### config.mk
export PLATFORM = sky130hd
export DESIGN_NAME = h2uv_cordic
export DESIGN_NICKNAME = d
export VERILOG_FILES = /design/src/rtl/heading_to_unit_vector_defines.svh /design/src/rtl/h2uv_pkg.sv /design/src/rtl/h2uv_cordic.sv
export SDC_FILE = /design/constraint.sdc
export NUM_CORES = 2
export LEC_CHECK = 0
export ABC_AREA = 0
export BUFFER_PORTS_ARGS = -buffer_cell sky130_fd_sc_hd__buf_2
export CAP_MARGIN = 5
export CORE_ASPECT_RATIO = 0.8
export CORE_UTILIZATION = 45
export CTS_BUF_LIST = sky130_fd_sc_hd__clkbuf_16
export DETAILED_ROUTE_END_ITERATION = 16
export GPL_TIMING_DRIVEN = 0
export PLACE_DENSITY = 0.6
export SLEW_MARGIN = 10
export SYNTH_ARGS = -nofsm -noshare
export SYNTH_HDL_FRONTEND = slang
export SYNTH_SLANG_ARGS = --single-unit
### constraint.sdc
create_clock -name clk -period 11.6 [get_ports clk]
set_input_delay 1.74 -clock clk [delete_from_list [all_inputs] [get_ports clk]]
set_output_delay 1.74 -clock clk [all_outputs]
set_load 0.01 [all_outputs]
### src/rtl/heading_to_unit_vector_defines.svh
// Assertion helpers shared by heading_to_unit_vector.sv and h2uv_angle.sv.
`ifndef HEADING_TO_UNIT_VECTOR_DEFINES_SVH
`define HEADING_TO_UNIT_VECTOR_DEFINES_SVH

`ifndef SYNTH
`define H2UV_ASSERT(label, prop, msg) \
    label: assert property (@(posedge clk) disable iff (!rst_n) prop) else $error(msg);
`define H2UV_ASSERT_NEVER(label, cond, msg) \
    label: assert property (@(posedge clk) disable iff (!rst_n) !(cond)) else $error(msg);
`else
`define H2UV_ASSERT(label, prop, msg)
`define H2UV_ASSERT_NEVER(label, cond, msg)
`endif

`endif

### src/rtl/h2uv_pkg.sv
`default_nettype none

package h2uv_pkg;

    localparam int HEADING_W     = 20;
    localparam int OUT_W         = 16;
    localparam int CORDIC_STAGES = 16;
    localparam int OUT_FRAC_BITS = 15;
    localparam int WORK_FRAC     = 30;

    // datapath widths: Q2.30 values and binary angles with headroom
    localparam int CW = 34;
    localparam int ZW = 34;

    localparam longint GAIN_Q30 = 652032874;

    // heading reduction: one turn is 92160 = 45 * 2048 units
    localparam int DEG_180    = 46080;
    localparam int U_BIAS     = 315;
    localparam int RECIP45    = 1456;
    localparam int DIV45      = 45;
    // 2^32 = 45 * A_STEP + A_REM, 2^21 = 45 * B_STEP + B_REM
    localparam int unsigned A_STEP = 95443717;
    localparam int A_REM      = 31;
    localparam int B_STEP     = 46603;
    localparam int B_REM      = 17;
    localparam int ROUND_BIAS = 22;

    localparam logic signed [ZW-1:0] QUARTER_TURN = ZW'(64'sh4000_0000);

    localparam int ADDR_W = 3;
    localparam int DATA_W = 32;
    localparam logic [ADDR_W-3:0] REG_NORTH_ON_X = '0;

    typedef struct packed {
        logic                 valid;
        logic                 negate;
        logic signed [ZW-1:0] z;
    } angle_t;

    typedef struct packed {
        logic                 valid;
        logic                 negate;
        logic signed [CW-1:0] x;
        logic signed [CW-1:0] y;
    } rot_t;

    function automatic logic signed [ZW-1:0] atan_bam(input logic [4:0] idx);
        logic signed [ZW-1:0] a;
        unique case (idx)
            5'd0:    a = ZW'(64'sh2000_0000);
            5'd1:    a = ZW'(64'sh12E4_051E);
            5'd2:    a = ZW'(64'sh09FB_385B);
            5'd3:    a = ZW'(64'sh0511_11D4);
            5'd4:    a = ZW'(64'sh028B_0D43);
            5'd5:    a = ZW'(64'sh0145_D7E1);
            5'd6:    a = ZW'(64'sh00A2_F61E);
            5'd7:    a = ZW'(64'sh0051_7C55);
            5'd8:    a = ZW'(64'sh0028_BE53);
            5'd9:    a = ZW'(64'sh0014_5F2F);
            5'd10:   a = ZW'(64'sh000A_2F98);
            5'd11:   a = ZW'(64'sh0005_17CC);
            5'd12:   a = ZW'(64'sh0002_8BE6);
            5'd13:   a = ZW'(64'sh0001_45F3);
            5'd14:   a = ZW'(64'sh0000_A2FA);
            5'd15:   a = ZW'(64'sh0000_517D);
            5'd16:   a = ZW'(64'sh0000_28BE);
            5'd17:   a = ZW'(64'sh0000_145F);
            5'd18:   a = ZW'(64'sh0000_0A30);
            5'd19:   a = ZW'(64'sh0000_0518);
            5'd20:   a = ZW'(64'sh0000_028C);
            5'd21:   a = ZW'(64'sh0000_0146);
            5'd22:   a = ZW'(64'sh0000_00A3);
            5'd23:   a = ZW'(64'sh0000_0051);
            default: a = '0;
        endcase
        return a;
    endfunction

endpackage

`default_nettype wire

### src/rtl/h2uv_cordic.sv
`default_nettype none

module h2uv_cordic (
    input  wire logic             clk,
    input  wire logic             rst_n,
    input  wire logic             en,
    input  wire h2uv_pkg::angle_t ang,
    output h2uv_pkg::rot_t        rot
);
    import h2uv_pkg::*;

    logic [CORDIC_STAGES-1:0] v_reg;
    logic [CORDIC_STAGES-1:0] n_reg;
    logic signed [CW-1:0] x_reg [CORDIC_STAGES];
    logic signed [CW-1:0] y_reg [CORDIC_STAGES];
    logic signed [ZW-1:0] z_reg [CORDIC_STAGES-1];

    for (genvar i = 0; i < CORDIC_STAGES; i++)
    begin : g_stage
        logic                 v_in;
        logic                 n_in;
        logic signed [CW-1:0] x_in;
        logic signed [CW-1:0] y_in;
        logic signed [ZW-1:0] z_in;
        logic signed [CW-1:0] x_sh;
        logic signed [CW-1:0] y_sh;

        if (i == 0)
        begin : g_first
            assign v_in = ang.valid;
            assign n_in = ang.negate;
            assign x_in = CW'(GAIN_Q30);
            assign y_in = '0;
            assign z_in = ang.z;
        end
        else
        begin : g_next
            assign v_in = v_reg[i-1];
            assign n_in = n_reg[i-1];
            assign x_in = x_reg[i-1];
            assign y_in = y_reg[i-1];
            assign z_in = z_reg[i-1];
        end

        assign x_sh = x_in >>> i;
        assign y_sh = y_in >>> i;

        always_ff @(posedge clk or negedge rst_n)
        begin
            if (!rst_n)
            begin
                v_reg[i] <= 1'b0;
            end
            else if (en)
            begin
                v_reg[i] <= v_in;
            end
        end

        always_ff @(posedge clk)
        begin
            if (en)
            begin
                n_reg[i] <= n_in;
                if (!z_in[ZW-1])
                begin
                    x_reg[i] <= x_in - y_sh;
                    y_reg[i] <= y_in + x_sh;
                end
                else
                begin
                    x_reg[i] <= x_in + y_sh;
                    y_reg[i] <= y_in - x_sh;
                end
            end
        end

        if (i < CORDIC_STAGES - 1)
        begin : g_z
            always_ff @(posedge clk)
            begin
                if (en)
                begin
                    if (!z_in[ZW-1])
                    begin
                        z_reg[i] <= z_in - atan_bam(5'(i));
                    end
                    else
                    begin
                        z_reg[i] <= z_in + atan_bam(5'(i));
                    end
                end
            end
        end
    end

    assign rot.valid  = v_reg[CORDIC_STAGES-1];
    assign rot.negate = n_reg[CORDIC_STAGES-1];
    assign rot.x      = x_reg[CORDIC_STAGES-1];
    assign rot.y      = y_reg[CORDIC_STAGES-1];

endmodule

`default_nettype wire
== After elaboration in Yosys (flattened, before gate mapping) ==
Memories as Yosys holds them, arrays and structs flattened.
Index checks and enable logic that the tools add are counted.

* Flip-flop bits (word level): 32
* Memory bits (writable): 1598
* Output and inout port bits: 70
* Logic and storage cells: 315
* Memories: 3

* Add/sub/neg operators: 90
* Muxes and demuxes: 143
* Bitwise logic cells: 47

{| class="wikitable"
|+ Memory list
! name !! depth !! width !! read ports !! clocked after Yosys merged registers in !! wr ports !! RTL line !! RTL
|-
| x_reg || 16 || 34 || 16 || 0 || 16 || h2uv_cordic.sv:14 || <nowiki>logic signed [CW-1:0] x_reg [CORDIC_STAGES];</nowiki>
|-
| y_reg || 16 || 34 || 16 || 0 || 16 || h2uv_cordic.sv:15 || <nowiki>logic signed [CW-1:0] y_reg [CORDIC_STAGES];</nowiki>
|-
| z_reg || 15 || 34 || 15 || 0 || 15 || h2uv_cordic.sv:16 || <nowiki>logic signed [ZW-1:0] z_reg [CORDIC_STAGES-1];</nowiki>
|}

{| class="wikitable"
|+ Operators with widths
! cell !! count
|-
| two-way mux 34 bit || 47
|-
| two-way mux 1 bit || 96
|-
| adder 34 x 19 -> 34 bit || 2
|-
| adder 34 x 20 -> 34 bit || 2
|-
| adder 34 x 21 -> 34 bit || 2
|-
| adder 34 x 22 -> 34 bit || 2
|-
| adder 34 x 23 -> 34 bit || 2
|-
| adder 34 x 24 -> 34 bit || 2
|-
| adder 34 x 25 -> 34 bit || 2
|-
| adder 34 x 26 -> 34 bit || 2
|-
| adder 34 x 27 -> 34 bit || 2
|-
| adder 34 x 28 -> 34 bit || 2
|-
| adder 34 x 29 -> 34 bit || 2
|-
| adder 34 x 30 -> 34 bit || 2
|-
| adder 34 x 31 -> 34 bit || 2
|-
| adder 34 x 32 -> 34 bit || 2
|-
| adder 34 x 33 -> 34 bit || 2
|-
| subtractor 34 x 19 -> 34 bit || 2
|-
| subtractor 34 x 20 -> 34 bit || 2
|-
| subtractor 34 x 21 -> 34 bit || 2
|-
| subtractor 34 x 22 -> 34 bit || 2
|-
| subtractor 34 x 23 -> 34 bit || 2
|-
| subtractor 34 x 24 -> 34 bit || 2
|-
| subtractor 34 x 25 -> 34 bit || 2
|-
| 39 further kinds || 93
|}

== Logic depth before layout (Yosys ltp) ==
An unclocked memory read counts as a cell.

* Depth after elaboration: 5
* Mapped depth: 22

== Least setup slack after synthesis ==
Ideal clock, no wire load.

* Path kind: input to register
* Start: input en
* End: memory z_reg[1][31], in the netlist z_reg[0][65], data pin
* Library setup time: 0.258 ns
* Arrival: 6.460 ns
* Setup slack: 4.883 ns
* Stages on the path: 18
* Path buffers: 4
* Path through: clkbuf_1 > clkbuf_1 > clkbuf_1 > clkbuf_1 > nand2_1 > inv_1 > ha_1 > nor2b_1 > o21ai_0 > a21oi_1 > o41ai_2 > a221oi_1 > a211oi_1 > o21ai_0 > or4_1 > a31o_2 > a21oi_1 > xnor2_1

{| class="wikitable"
|+ RTL lines
! what !! RTL line !! RTL
|-
| start, declared || h2uv_cordic.sv:6 || <nowiki>input wire logic en,</nowiki>
|-
| end, declared || h2uv_cordic.sv:16 ||
|}

==> run metrics <==
min Tclk post-route=9.296 ns; Layout area overhead=9.480%; Peak Freq=107.6 MHz; first-pass GRT wire length=548600 um; hold-critical path depth=0; Synth Warn #=0; max_slew headroom=12.78%; Post-Route Skew=0.05772 ns; Final Hold Fails=0; CTS Hold Bufs=0; Max-cap violations=0; Rows=172; FF-to-FF path depth=16; Mapped Cells=12.73k; M1 GR Usage=38.32%; Clock Sinks=1503; layout cells sized above 1=4.793%; gr busiest metal=met1; vias in the first global route=93.62k; Worst Setup Start Kind=input port; max reg flops=511; total die area=0.2778 mm^2; Post-route DRC=0; chip width=589.0 um; Core Region=0.2744 mm^2; Initial Util=45.21%; Root Buffer=clkbuf_16; Slew Viols, Final=0; ys async rst share=1.065%; Post-DRT Antenna Nets=0; Mapped Area=0.1241 mm^2; initial DRC count=8827; most common cell after layout, fill and taps aside=edfxtp_1; clock-pin slew of the registers on the worst-case setup and hold paths=0.06 ns; vias post-DR=98.80k; RSZ-0062 raised after global routing=no; count of buffers from port buffering=108; most frequent cells in the layout=edfxtp_1 (1487), ha_1 (1394), a21oi_1 (1262); CP max FO=18; post-DR vias/cell=5.866; Slew @ Worst Pin=1.292 ns; R2R Setup Slk=4.90 ns; post-synthesis sequential area ratio=36.32%; nets=14.53k; Setup Buffers After CTS=0; hpwl dp=289500 um; die height=471.6 um; global-route track usage on met2=36.41%; post-synth cell types=98; First-pass DRT Iterations=7; H-tree depth=4; slack of the critical path=2.304 ns; Hold WC Path Type=reg -> reg; main flop type after synthesis=edfxtp_1; synthesized area per cell=9.746 um^2; initial antenna violation count=9; WS Path Type=in -> reg; global routing usage on met3=4.117%; EDFF count, synth=1487; clk_lat worst skew=0.88 ns; CTS buffer count=181; I/O pins=109; gr ovfl total=0; placer congestion estimate=0.9480; Synth Register Bits=1503; syn_nets=14.21k; dpl ws=1.459 ns; All-Layer GR Usage=25.01%; Worst Path Arrival=9.87 ns; largest net degree at the start of global routing=67; WP data required=12.17 ns; crit path capture type=flop; post-cts resize count=0; Avg WL per Cell=21.19 um; DRT Wirelength=356900 um; final setup vio count=0; fin crit share=80.14%; CTS Buffer Depth=4; CTS tree=done; status=finished, final reports clean
==> critical path, cell delays in order <==
cell	delay (ns)
buf_2	0.41
clkbuf_2	0.71
clkbuf_1	0.77
nand2_1	0.35
inv_1	0.46
clkbuf_1	0.60
buf_1	0.80
nor2_1	0.14
xnor2_1	0.17
ha_1	0.34
a21o_1	0.17
a21oi_1	0.49
a31oi_1	0.25
o31ai_1	0.43
a21oi_1	0.34
a311oi_1	0.74
o21ai_0	0.29
a211o_1	0.36
a21oi_1	0.17
xnor2_1	0.10
==> cell type report <==
| type | count | area [um^2] |
|---|---|---|
| plain buffers | 182 | 773.2 |
| well taps | 3654 | 4572 |
| multi-input cells | 10535 | 76420 |
| fillers | 25196 | 138600 |
| inverters | 509 | 1911 |
| diodes | 2 | 5.005 |
| flip-flops and latches | 1503 | 45050 |
| clock buffers | 183 | 4579 |
| repair buffers | 138 | 1284 |
| clock inverters | 137 | 1222 |
==> routing by layer <==
layer / routed length (um) / share of wire [%] / vias to the layer above
met3: 25520 / 7.2 / 365
met4: 7651 / 2.1 / 4
li1: - / - / 48122
met2: 143900 / 40 / 2883
met1: 179700 / 50 / 47422
met5: 148 / 0.041 / -
==> cells in the mapped netlist (32+ instances only) <==
cell type,instances,area [um^2]
o21a_1,258,1937
buf_1,34,127.6
o21ai_0,707,3538
o211ai_1,48,360.4
mux2i_1,69,690.7
nor2b_1,176,1101
or3_1,93,581.8
a211oi_1,110,825.8
fa_1,46,920.9
xor2_1,642,5623
clkbuf_1,145,544.3
nand4_1,76,475.5
a31oi_1,126,788.3
mux2_2,57,641.9
inv_1,503,1888
nor3_1,278,1391
a31o_2,32,280.3
o31ai_1,140,1051
and2_1,70,437.9
o41ai_1,57,499.2
edfxtp_1,1487,44650
and3_1,114,713.2
a21boi_0,42,315.3
ha_1,1394,17440
nand2b_1,230,1439
or2_2,56,350.3
a21oi_1,1262,6316
o21bai_1,124,930.9
or4_1,49,367.9
xnor2_1,1199,10500
nor4_1,93,581.8
nor2_1,993,3727
nand3_1,222,1111
nand2_1,675,2534
a21o_1,651,4887
==> metrics by stage <==
stage | area (um^2) | hold slack, ns | std cells | utilization, % | setup TNS (ns)
2_1_floorplan | 124100 | 0.4003 | 12729 | - | 0
3_3_place_gp | 129200 | 0.4115 | 16491 | 47.08 | -0.5075
3_5_place_dp | 130000 | 0.4045 | 16521 | 47.38 | 0
4_1_cts | 135800 | 0.4265 | 16841 | 49.50 | 0
5_1_grt | 135800 | 0.4301 | 16843 | 49.50 | 0
6_report | 135800 | 0.4227 | 16843 | 49.50 | 0
==> path summary, 6_finish.rpt <==
kind | start | to
max in group asynchronous | rst_n | g_stage[8].v_in$_DFFE_PN0P_
setup reg to reg | z_reg[1][135]$_DFFE_PP_ | z_reg[1][169]$_DFFE_PP_
hold reg to reg | g_stage[4].n_in$_DFFE_PP_ | g_stage[5].n_in$_DFFE_PP_
hold / removal | g_stage[4].n_in$_DFFE_PP_ | g_stage[5].n_in$_DFFE_PP_
min in group asynchronous | rst_n | g_stage[1].v_in$_DFFE_PN0P_
setup / recovery | en | y_reg[0][203]$_DFFE_PP_
==> cells by family (layout without fill, tap and decap cells) <==
group | after synthesis | after routing | synth area share, %
compound gates | 3897 | 3897 | 20.03
xor+xnor | 1841 | 1841 | 13.00
fa+ha+maj | 1440 | 1440 | 14.80
buf+inv | 691 | 1149 | 2.094
flops | 1503 | 1503 | 36.32
mux | 126 | 126 | 1.074
other cells | 0 | 2 | 0
simple gates | 3231 | 3231 | 12.69
Power is left out: the tool's default activity adds up to more than one toggle a clock period on the data nets, which glitch-free logic cannot reach.
