File: config.mk
export PLATFORM = sky130hd
export DESIGN_NAME = h2uv_angle
export DESIGN_NICKNAME = d
export VERILOG_FILES = /design/src/rtl/h2uv_pkg.sv /design/src/rtl/h2uv_angle.sv
export VERILOG_INCLUDE_DIRS = /design/src /design/src/rtl
export SDC_FILE = /design/constraint.sdc
export NUM_CORES = 1
export LEC_CHECK = 0
export BUFFER_PORTS_ARGS = -buffer_cell sky130_fd_sc_hd__buf_2
export CORE_MARGIN = 10
export CORE_UTILIZATION = 25
export CTS_CLUSTER_DIAMETER = 40
export DETAILED_ROUTE_END_ITERATION = 8
export GPL_TIMING_DRIVEN = 0
export HOLD_SLACK_MARGIN = 0.03
export SKIP_CTS_REPAIR_TIMING = 1
export SLEW_MARGIN = 20
export SYNTH_ARGS = -nofsm -noshare
export SYNTH_HDL_FRONTEND = slang
export SYNTH_SLANG_ARGS = --single-unit
File: constraint.sdc
create_clock -name clk -period 8.5 [get_ports clk]
set_input_delay 1.275 -clock clk [delete_from_list [all_inputs] [get_ports clk]]
set_output_delay 1.275 -clock clk [all_outputs]
set_load 0.1 [all_outputs]
File: src/rtl/heading_to_unit_vector_defines.svh
// Assertion helpers shared by heading_to_unit_vector.sv and h2uv_angle.sv.
`ifndef HEADING_TO_UNIT_VECTOR_DEFINES_SVH
`define HEADING_TO_UNIT_VECTOR_DEFINES_SVH

`ifndef SYNTH
`define H2UV_ASSERT(label, prop, msg) \
    label: assert property (@(posedge clk) disable iff (!rst_n) prop) else $error(msg);
`define H2UV_ASSERT_NEVER(label, cond, msg) \
    label: assert property (@(posedge clk) disable iff (!rst_n) !(cond)) else $error(msg);
`else
`define H2UV_ASSERT(label, prop, msg)
`define H2UV_ASSERT_NEVER(label, cond, msg)
`endif

`endif

File: src/rtl/h2uv_pkg.sv
`default_nettype none

package h2uv_pkg;

    localparam int HEADING_W     = 20;
    localparam int OUT_W         = 16;
    localparam int CORDIC_STAGES = 16;
    localparam int OUT_FRAC_BITS = 15;
    localparam int WORK_FRAC     = 30;

    // datapath widths: Q2.30 values and binary angles with headroom
    localparam int CW = 34;
    localparam int ZW = 34;

    localparam longint GAIN_Q30 = 652032874;

    // heading reduction: one turn is 92160 = 45 * 2048 units
    localparam int DEG_180    = 46080;
    localparam int U_BIAS     = 315;
    localparam int RECIP45    = 1456;
    localparam int DIV45      = 45;
    // 2^32 = 45 * A_STEP + A_REM, 2^21 = 45 * B_STEP + B_REM
    localparam int unsigned A_STEP = 95443717;
    localparam int A_REM      = 31;
    localparam int B_STEP     = 46603;
    localparam int B_REM      = 17;
    localparam int ROUND_BIAS = 22;

    localparam logic signed [ZW-1:0] QUARTER_TURN = ZW'(64'sh4000_0000);

    localparam int ADDR_W = 3;
    localparam int DATA_W = 32;
    localparam logic [ADDR_W-3:0] REG_NORTH_ON_X = '0;

    typedef struct packed {
        logic                 valid;
        logic                 negate;
        logic signed [ZW-1:0] z;
    } angle_t;

    typedef struct packed {
        logic                 valid;
        logic                 negate;
        logic signed [CW-1:0] x;
        logic signed [CW-1:0] y;
    } rot_t;

    function automatic logic signed [ZW-1:0] atan_bam(input logic [4:0] idx);
        logic signed [ZW-1:0] a;
        unique case (idx)
            5'd0:    a = ZW'(64'sh2000_0000);
            5'd1:    a = ZW'(64'sh12E4_051E);
            5'd2:    a = ZW'(64'sh09FB_385B);
            5'd3:    a = ZW'(64'sh0511_11D4);
            5'd4:    a = ZW'(64'sh028B_0D43);
            5'd5:    a = ZW'(64'sh0145_D7E1);
            5'd6:    a = ZW'(64'sh00A2_F61E);
            5'd7:    a = ZW'(64'sh0051_7C55);
            5'd8:    a = ZW'(64'sh0028_BE53);
            5'd9:    a = ZW'(64'sh0014_5F2F);
            5'd10:   a = ZW'(64'sh000A_2F98);
            5'd11:   a = ZW'(64'sh0005_17CC);
            5'd12:   a = ZW'(64'sh0002_8BE6);
            5'd13:   a = ZW'(64'sh0001_45F3);
            5'd14:   a = ZW'(64'sh0000_A2FA);
            5'd15:   a = ZW'(64'sh0000_517D);
            5'd16:   a = ZW'(64'sh0000_28BE);
            5'd17:   a = ZW'(64'sh0000_145F);
            5'd18:   a = ZW'(64'sh0000_0A30);
            5'd19:   a = ZW'(64'sh0000_0518);
            5'd20:   a = ZW'(64'sh0000_028C);
            5'd21:   a = ZW'(64'sh0000_0146);
            5'd22:   a = ZW'(64'sh0000_00A3);
            5'd23:   a = ZW'(64'sh0000_0051);
            default: a = '0;
        endcase
        return a;
    endfunction

endpackage

`default_nettype wire

File: src/rtl/h2uv_angle.sv
`default_nettype none

module h2uv_angle (
    input  wire logic                                  clk,
    input  wire logic                                  rst_n,
    input  wire logic                                  en,
    input  wire logic                                  valid,
    input  wire logic signed [h2uv_pkg::HEADING_W-1:0] heading,
    output h2uv_pkg::angle_t                           ang
);
    import h2uv_pkg::*;

    `include "heading_to_unit_vector_defines.svh"

    logic v1_reg, v2_reg, v3_reg, v4_reg, v5_reg;

    logic [9:0]  u1_reg;
    logic [10:0] b1_reg;
    logic [5:0]  a2_reg;
    logic [10:0] b2_reg;
    logic [31:0] pa3_reg;
    logic [26:0] pb3_reg;
    logic [15:0] w3_reg;
    logic [31:0] s4_reg;
    logic [9:0]  qg4_reg;
    logic [15:0] w4_reg;
    logic signed [ZW-1:0] z5_reg;
    logic        n5_reg;

    logic signed [HEADING_W:0] shifted;
    logic [9:0]  u1_next;
    logic [19:0] qprod1;
    logic [3:0]  q1;
    logic [9:0]  rem1;
    logic [5:0]  a2_next;
    logic [25:0] qprod2;
    logic [15:0] rem2;
    logic [9:0]  qf;
    logic [31:0] bam;
    logic        fold;

    always_comb
    begin
        // theta = heading - 180 degrees, split into 2048-unit blocks and an offset
        shifted = $signed({heading[HEADING_W-1], heading}) - (HEADING_W+1)'(DEG_180);
        u1_next = 10'(shifted[HEADING_W:11]) + 10'(U_BIAS);

        // block index modulo 45
        qprod1  = 20'(u1_reg) * 20'(RECIP45);
        q1      = qprod1[19:16];
        rem1    = u1_reg - 10'(q1) * 10'(DIV45);
        a2_next = (rem1 >= 10'(DIV45)) ? 6'(rem1 - 10'(DIV45)) : 6'(rem1);

        qprod2  = 26'(w3_reg) * 26'(RECIP45);

        // binary angle, then fold the left half plane by half a turn
        rem2 = w4_reg - 16'(qg4_reg) * 16'(DIV45);
        qf   = qg4_reg + 10'(rem2 >= 16'(DIV45));
        bam  = s4_reg + 32'(qf);
        fold = bam[31] ^ bam[30];
        if (fold)
        begin
            bam[31] = ~bam[31];
        end
    end

    always_ff @(posedge clk or negedge rst_n)
    begin
        if (!rst_n)
        begin
            v1_reg <= 1'b0;
            v2_reg <= 1'b0;
            v3_reg <= 1'b0;
            v4_reg <= 1'b0;
            v5_reg <= 1'b0;
        end
        else if (en)
        begin
            v1_reg <= valid;
            v2_reg <= v1_reg;
            v3_reg <= v2_reg;
            v4_reg <= v3_reg;
            v5_reg <= v4_reg;
        end
    end

    always_ff @(posedge clk)
    begin
        if (en)
        begin
            u1_reg  <= u1_next;
            b1_reg  <= shifted[10:0];
            a2_reg  <= a2_next;
            b2_reg  <= b1_reg;
            pa3_reg <= 32'(a2_reg) * A_STEP;
            pb3_reg <= 27'(b2_reg) * 27'(B_STEP);
            w3_reg  <= 16'(a2_reg) * 16'(A_REM) + 16'(b2_reg) * 16'(B_REM)
                       + 16'(ROUND_BIAS);
            s4_reg  <= pa3_reg + 32'(pb3_reg);
            qg4_reg <= qprod2[25:16];
            w4_reg  <= w3_reg;
            z5_reg  <= ZW'($signed(bam));
            n5_reg  <= fold;
        end
    end

    assign ang.valid  = v5_reg;
    assign ang.negate = n5_reg;
    assign ang.z      = z5_reg;

    `H2UV_ASSERT(a_folded_range, v5_reg |-> (z5_reg <= QUARTER_TURN && z5_reg >= -QUARTER_TURN), "folded angle outside a quarter turn")

endmodule

`default_nettype wire

**After elaboration in Yosys (flattened, before gate mapping)**

Cells that the tools add are included.

- Flip-flop bits (word level): 209
- Input port bits: 24
- Output and inout port bits: 36
- Logic and storage cells: 41

- Add/subtract/negate cells: 10
- $mul: 8
- Order comparisons: 2
- Mux-type cells: 2
- Bitwise logic cells: 2

Operator list:

| kind | number |
|---|---|
| $add 32x10->32 | 1 |
| $add 32x27->32 | 1 |
| $mul 6x27->32 const B | 1 |
| $mul 11x16->27 const B | 1 |
| $mul 16x7->22 const B | 1 |
| $sub 20x17->21 const B | 1 |
| $add 11x16->16 | 1 |
| $add 16x5->16 const B | 1 |
| $ge 16x6->1 const B | 1 |
| $mul 10x6->16 const B | 1 |
| $mul 10x7->16 const B | 1 |
| $mul 11x5->16 const B | 1 |
| $sub 16x16->16 | 1 |
| $mul 6x5->11 const B | 1 |
| $add 10x1->10 | 1 |
| $add 10x9->10 const B | 1 |
| $ge 10x6->1 const B | 1 |
| $mul 4x6->10 const B | 1 |
| $sub 10x10->10 | 1 |
| $mux 6 | 1 |
| $sub 6x6->6 const B | 1 |
| $mux 1 | 1 |
| $not 1->1 | 1 |
| $xor 1x1->1 | 1 |

**Longest topological paths before layout**

- Word-level depth: 7
- Mapped depth: 31
- Mapped depth without buffers: 30

**Least setup slack after synthesis**

No wires, ideal clock.

- Path kind: reg2reg
- Start point: reg u1_reg[4]
- End point: reg a2_reg[5], data pin
- Setup time: 0.266 ns
- Data arrival time: 7.230 ns
- Data required time: 8.234 ns
- Path slack: 1.004 ns
- Stages on the path, launching flop included: 30
- Buffers on the path: 0
- Clock period less this slack: 7.496 ns
- Path through: edfxtp_1 > ha_1 > inv_1 > fa_1 > inv_1 > fa_1 > inv_1 > fa_1 > inv_1 > ha_1 > nand2_1 > nor4_1 > a21oi_1 > o31ai_1 > nor2_1 > o21a_1 > xnor2_1 > ha_1 > inv_1 > fa_1 > inv_1 > fa_1 > inv_1 > ha_1 > o21a_1 > or3_1 > a221o_1 > nor4b_4 > nor2_1 > xor2_1

- Longest elaborated chain between the ends: 5
- Elaborated cells on any way between the ends: 6
- Classes of those cells: 2 x add/sub; 2 x mul; 1 x order compare; 1 x mux

RTL lines:

| item | line | source |
|---|---|---|
| from (decl) | h2uv_angle.sv:17 | `logic [9:0] u1_reg;` |
| from (signal assigned) | h2uv_angle.sv:91 | `u1_reg <= u1_next;` |
| $mul 10x7->16 | h2uv_angle.sv:49 | `qprod1 = 20'(u1_reg) * 20'(RECIP45);` |
| $mul 4x6->10 | h2uv_angle.sv:51 | `rem1 = u1_reg - 10'(q1) * 10'(DIV45);` |
| $sub 10x10->10 * | h2uv_angle.sv:51 |  |
| $ge 10x6->1 or $sub 6x6->6 (tied branches) | h2uv_angle.sv:52 | `a2_next = (rem1 >= 10'(DIV45)) ? 6'(rem1 - 10'(DIV45)) : 6'(rem1);` |
| $mux 6 * | h2uv_angle.sv:52 |  |
| via a2_next[5] | h2uv_angle.sv:35 | `logic [5:0] a2_next;` |
| to (signal assigned) | h2uv_angle.sv:93 | `a2_reg <= a2_next;` |
| to (decl) | h2uv_angle.sv:19 | `logic [5:0] a2_reg;` |

Mark *: on every way through the listed nets, which the timed path passes. The rest lies on a longest branch.
A chain may end at the register's enable or synchronous reset.

**Final worst setup path**

- Start point: reg qg4_reg[1]
- End point: reg n5_reg, data pin

- Longest elaborated chain between the ends: 6

RTL lines:

| item | line | source |
|---|---|---|
| from (decl) | h2uv_angle.sv:25 | `logic [9:0] qg4_reg;` |
| from (signal assigned) | h2uv_angle.sv:100 | `qg4_reg <= qprod2[25:16];` |
| $mul 10x6->16 | h2uv_angle.sv:57 | `rem2 = w4_reg - 16'(qg4_reg) * 16'(DIV45);` |
| $sub 16x16->16 | h2uv_angle.sv:57 |  |
| $ge 16x6->1 | h2uv_angle.sv:58 | `qf = qg4_reg + 10'(rem2 >= 16'(DIV45));` |
| $add 10x1->10 * | h2uv_angle.sv:58 |  |
| $add 32x10->32 * | h2uv_angle.sv:59 | `bam = s4_reg + 32'(qf);` |
| $xor 1x1->1 * | h2uv_angle.sv:60 | `fold = bam[31] ^ bam[30];` |
| via fold | h2uv_angle.sv:40 | `logic fold;` |
| to (signal assigned) | h2uv_angle.sv:103 | `n5_reg <= fold;` |
| to (decl) | h2uv_angle.sv:28 | `logic n5_reg;` |

Marks and branches as above.

==> flow_metrics.env <==
export IMPL_outcome="finished, final reports clean"
export IMPL_drive_above_1_share=0.0760
export IMPL_finClkSkew_ns=0.0339
export IMPL_grtUsageTotal=0.0879
export IMPL_yosysTopAreaCell="edfxtp_1"
export IMPL_fin_nets=2603
export IMPL_synthTopCellsByArea="edfxtp_1 (29%), ha_1 (21%), fa_1 (15%), inv_1 (6.6%), xnor2_1 (4.6%)"
export IMPL_rsz0062_at_grt="false"
export IMPL_port_buffers=59
export IMPL_worstMarginPinSlew_ns=0.669
export IMPL_ys_async_sr_fraction=0.0240
export IMPL_dp_final_hpwl_um=33900
export IMPL_vias=13600
export IMPL_die_area_mm2=0.0949
export IMPL_crit_top_cell="ha_1"
export IMPL_syn_num_nets=2500
export IMPL_finalWeightedCongestion=0.854
export IMPL_multiInputGateArea_mm2=0.0131
export IMPL_clk_pin_slew_ns=0.06
export IMPL_cp_end_kind="flop"
export IMPL_drt_total_wl_um=40800
export IMPL_r2r_start="qg4_reg[1]"
export IMPL_hold_path_class="reg -> reg"
export IMPL_first_global_vias=14000
export IMPL_rrSetupSlack_ns=0.50
export IMPL_wl_per_cell_um=12.9
export IMPL_synth_distinct_cells=68
export IMPL_antenna_diode_count=0
export IMPL_cts_buffers=38
export IMPL_required_ns=8.79
export IMPL_io_pins=60
export IMPL_coreArea_mm2=0.0821
export IMPL_critical_path_arrival_ns=8.30
export IMPL_crit_buf_inv=1
export IMPL_grt_pass1_wl_um=69400
export IMPL_start_util=0.253
export IMPL_synth_top_cell_area_share=0.294
export IMPL_finalHoldViolations=0
export IMPL_syn_inst=1972
export IMPL_crit_family="compound AO/OA/AOI/OAI gates"
export IMPL_drc=0
export IMPL_slew_limit_headroom=0.551
export IMPL_mostFrequentLayoutCells="inv_1 (364), ha_1 (347), edfxtp_1 (203), fa_1 (157), xnor2_1 (109)"
export IMPL_final_common_cell="inv_1"
export IMPL_slowest_delay_ns=0.59
export IMPL_crit_fanout=9
export IMPL_ant_nets=0
export IMPL_maxCapViolCount=0
export IMPL_final_period_utilization=0.942
export IMPL_setup_viol=0
export IMPL_cts_root_buf="clkbuf_16"
export IMPL_final_max_slew_viol_count=0
export IMPL_tns_ns=0
export IMPL_clk_latency_ns=0.55
export IMPL_drtIter0Drc=423
export IMPL_max_clock_freq_mhz=125
export IMPL_grt_overflow_total=0
export IMPL_die_w_um=308
export IMPL_syn_area_per_cell_um2=10.5
export IMPL_crit_path_top_delay_cell="o21ai_1"
export IMPL_crit_path_start_kind="flop"
export IMPL_layout_area_seq_mm2=0.00622
export IMPL_htree_levels=2
export IMPL_nFillCells=8431
export IMPL_synthFlopType="edfxtp_1"
export IMPL_synth_edf_count=203
export IMPL_die_y_um=308
export IMPL_syn_to_final_growth_pct=14.6
export IMPL_crit_cells=25
export IMPL_cts_buffer_depth=3
export IMPL_critPathCapture="n5_reg"
export IMPL_cts_tree="done"
export IMPL_period_minus_slack_ns=8.00
export IMPL_yosysSeqAreaShare=0.300
export IMPL_vias_per_cell=4.29
export IMPL_rows=105
export IMPL_crit_path_start="qg4_reg[1]"
export IMPL_grt_max_degree=99
export IMPL_crit_type="reg -> reg"
export IMPL_cts_sinks=208
export IMPL_synth_seq_cells=208
export IMPL_syn_area_mm2=0.0207
export IMPL_drt_pass1_iter_count=5
export IMPL_worstRegToRegCells=25
export IMPL_r2r_end="n5_reg"
export IMPL_whs_path_depth=0
export IMPL_yosys_warnings=0
export IMPL_grt_antenna_before_repair=1
metal layers:
layer,up-vias,share of wire,track usage
met1,6408,0.47,0.114
li1,6992,-,-
met2,187,0.48,0.150
met3,43,0.035,0.0147
met4,2,0.016,0.0218
met5,-,0.00044,0
cell families (layout without fill, tap and decap cells):
family | Yosys count | count (layout) | share of synthesized area
compound gates | 327 | 327 | 0.104
fa+ha+maj | 505 | 505 | 0.361
simple gates | 348 | 348 | 0.0795
mux | 11 | 11 | 0.00561
xor+xnor | 186 | 186 | 0.0785
buf+inv | 387 | 519 | 0.0710
flops | 208 | 208 | 0.300
per-stage QoR:
stage | std cells | setup slack, ns | util | hold slack [ns] | cell area, um2
after floorplan | 1972 | 1.00 | - | 0.400 | 20700
after global placement | 3101 | 0.394 | 0.273 | 0.403 | 22400
after detailed placement | 3103 | 0.365 | 0.273 | 0.405 | 22400
after CTS | 3172 | 0.362 | 0.289 | 0.417 | 23700
after global routing | 3174 | 0.0295 | 0.289 | 0.426 | 23800
final | 3174 | 0.496 | 0.289 | 0.413 | 23800
synth_stat cells, drive strengths merged, types with 19 or more instances:
cell type,number
nand4,19
edfxtp,203
nand3,34
fa,157
inv,364
o21ai,54
o21bai,22
ha,347
xor2,77
a21oi,94
xnor2,109
nor2,94
nand2,99
nor3,33
a21o,44
cell type report:
type                       instances  area share
timing repair buffer              63      0.0158
clock inverter                    30      0.0144
inverter                         364      0.0575
multi-input combinational       1377       0.550
tap                             1070      0.0563
buffer                            23     0.00447
sequential                       208       0.262
clock buffer                      39      0.0402
worst min path at each step:
stage          startpoint         end  slack (ns)
2_1_floorplan   b1_reg[0]   b2_reg[0]        0.40
3_3_place_gp    b1_reg[9]   b2_reg[9]        0.40
3_5_place_dp    b1_reg[0]   b2_reg[0]        0.40
4_1_cts         b1_reg[7]   b2_reg[7]        0.42
5_1_grt        b1_reg[10]  b2_reg[10]        0.43
6_report        b1_reg[7]   b2_reg[7]        0.41
worst register-to-register path, delay by kind of cell (launching register included):
| kind | cells | cell delay (ns) |
|---|---|---|
| AO/OA/AOI/OAI | 11 | 3.29 |
| XOR/XNOR | 3 | 0.50 |
| adder cells (fa/ha/maj) | 7 | 2.69 |
| buffers and inverters | 1 | 0.04 |
| flip-flops | 1 | 0.54 |
| AND/OR/NAND/NOR | 3 | 0.73 |
Power is left out: the tool's default activity adds up to more than one toggle a clock period on the data nets, which glitch-free logic cannot reach.
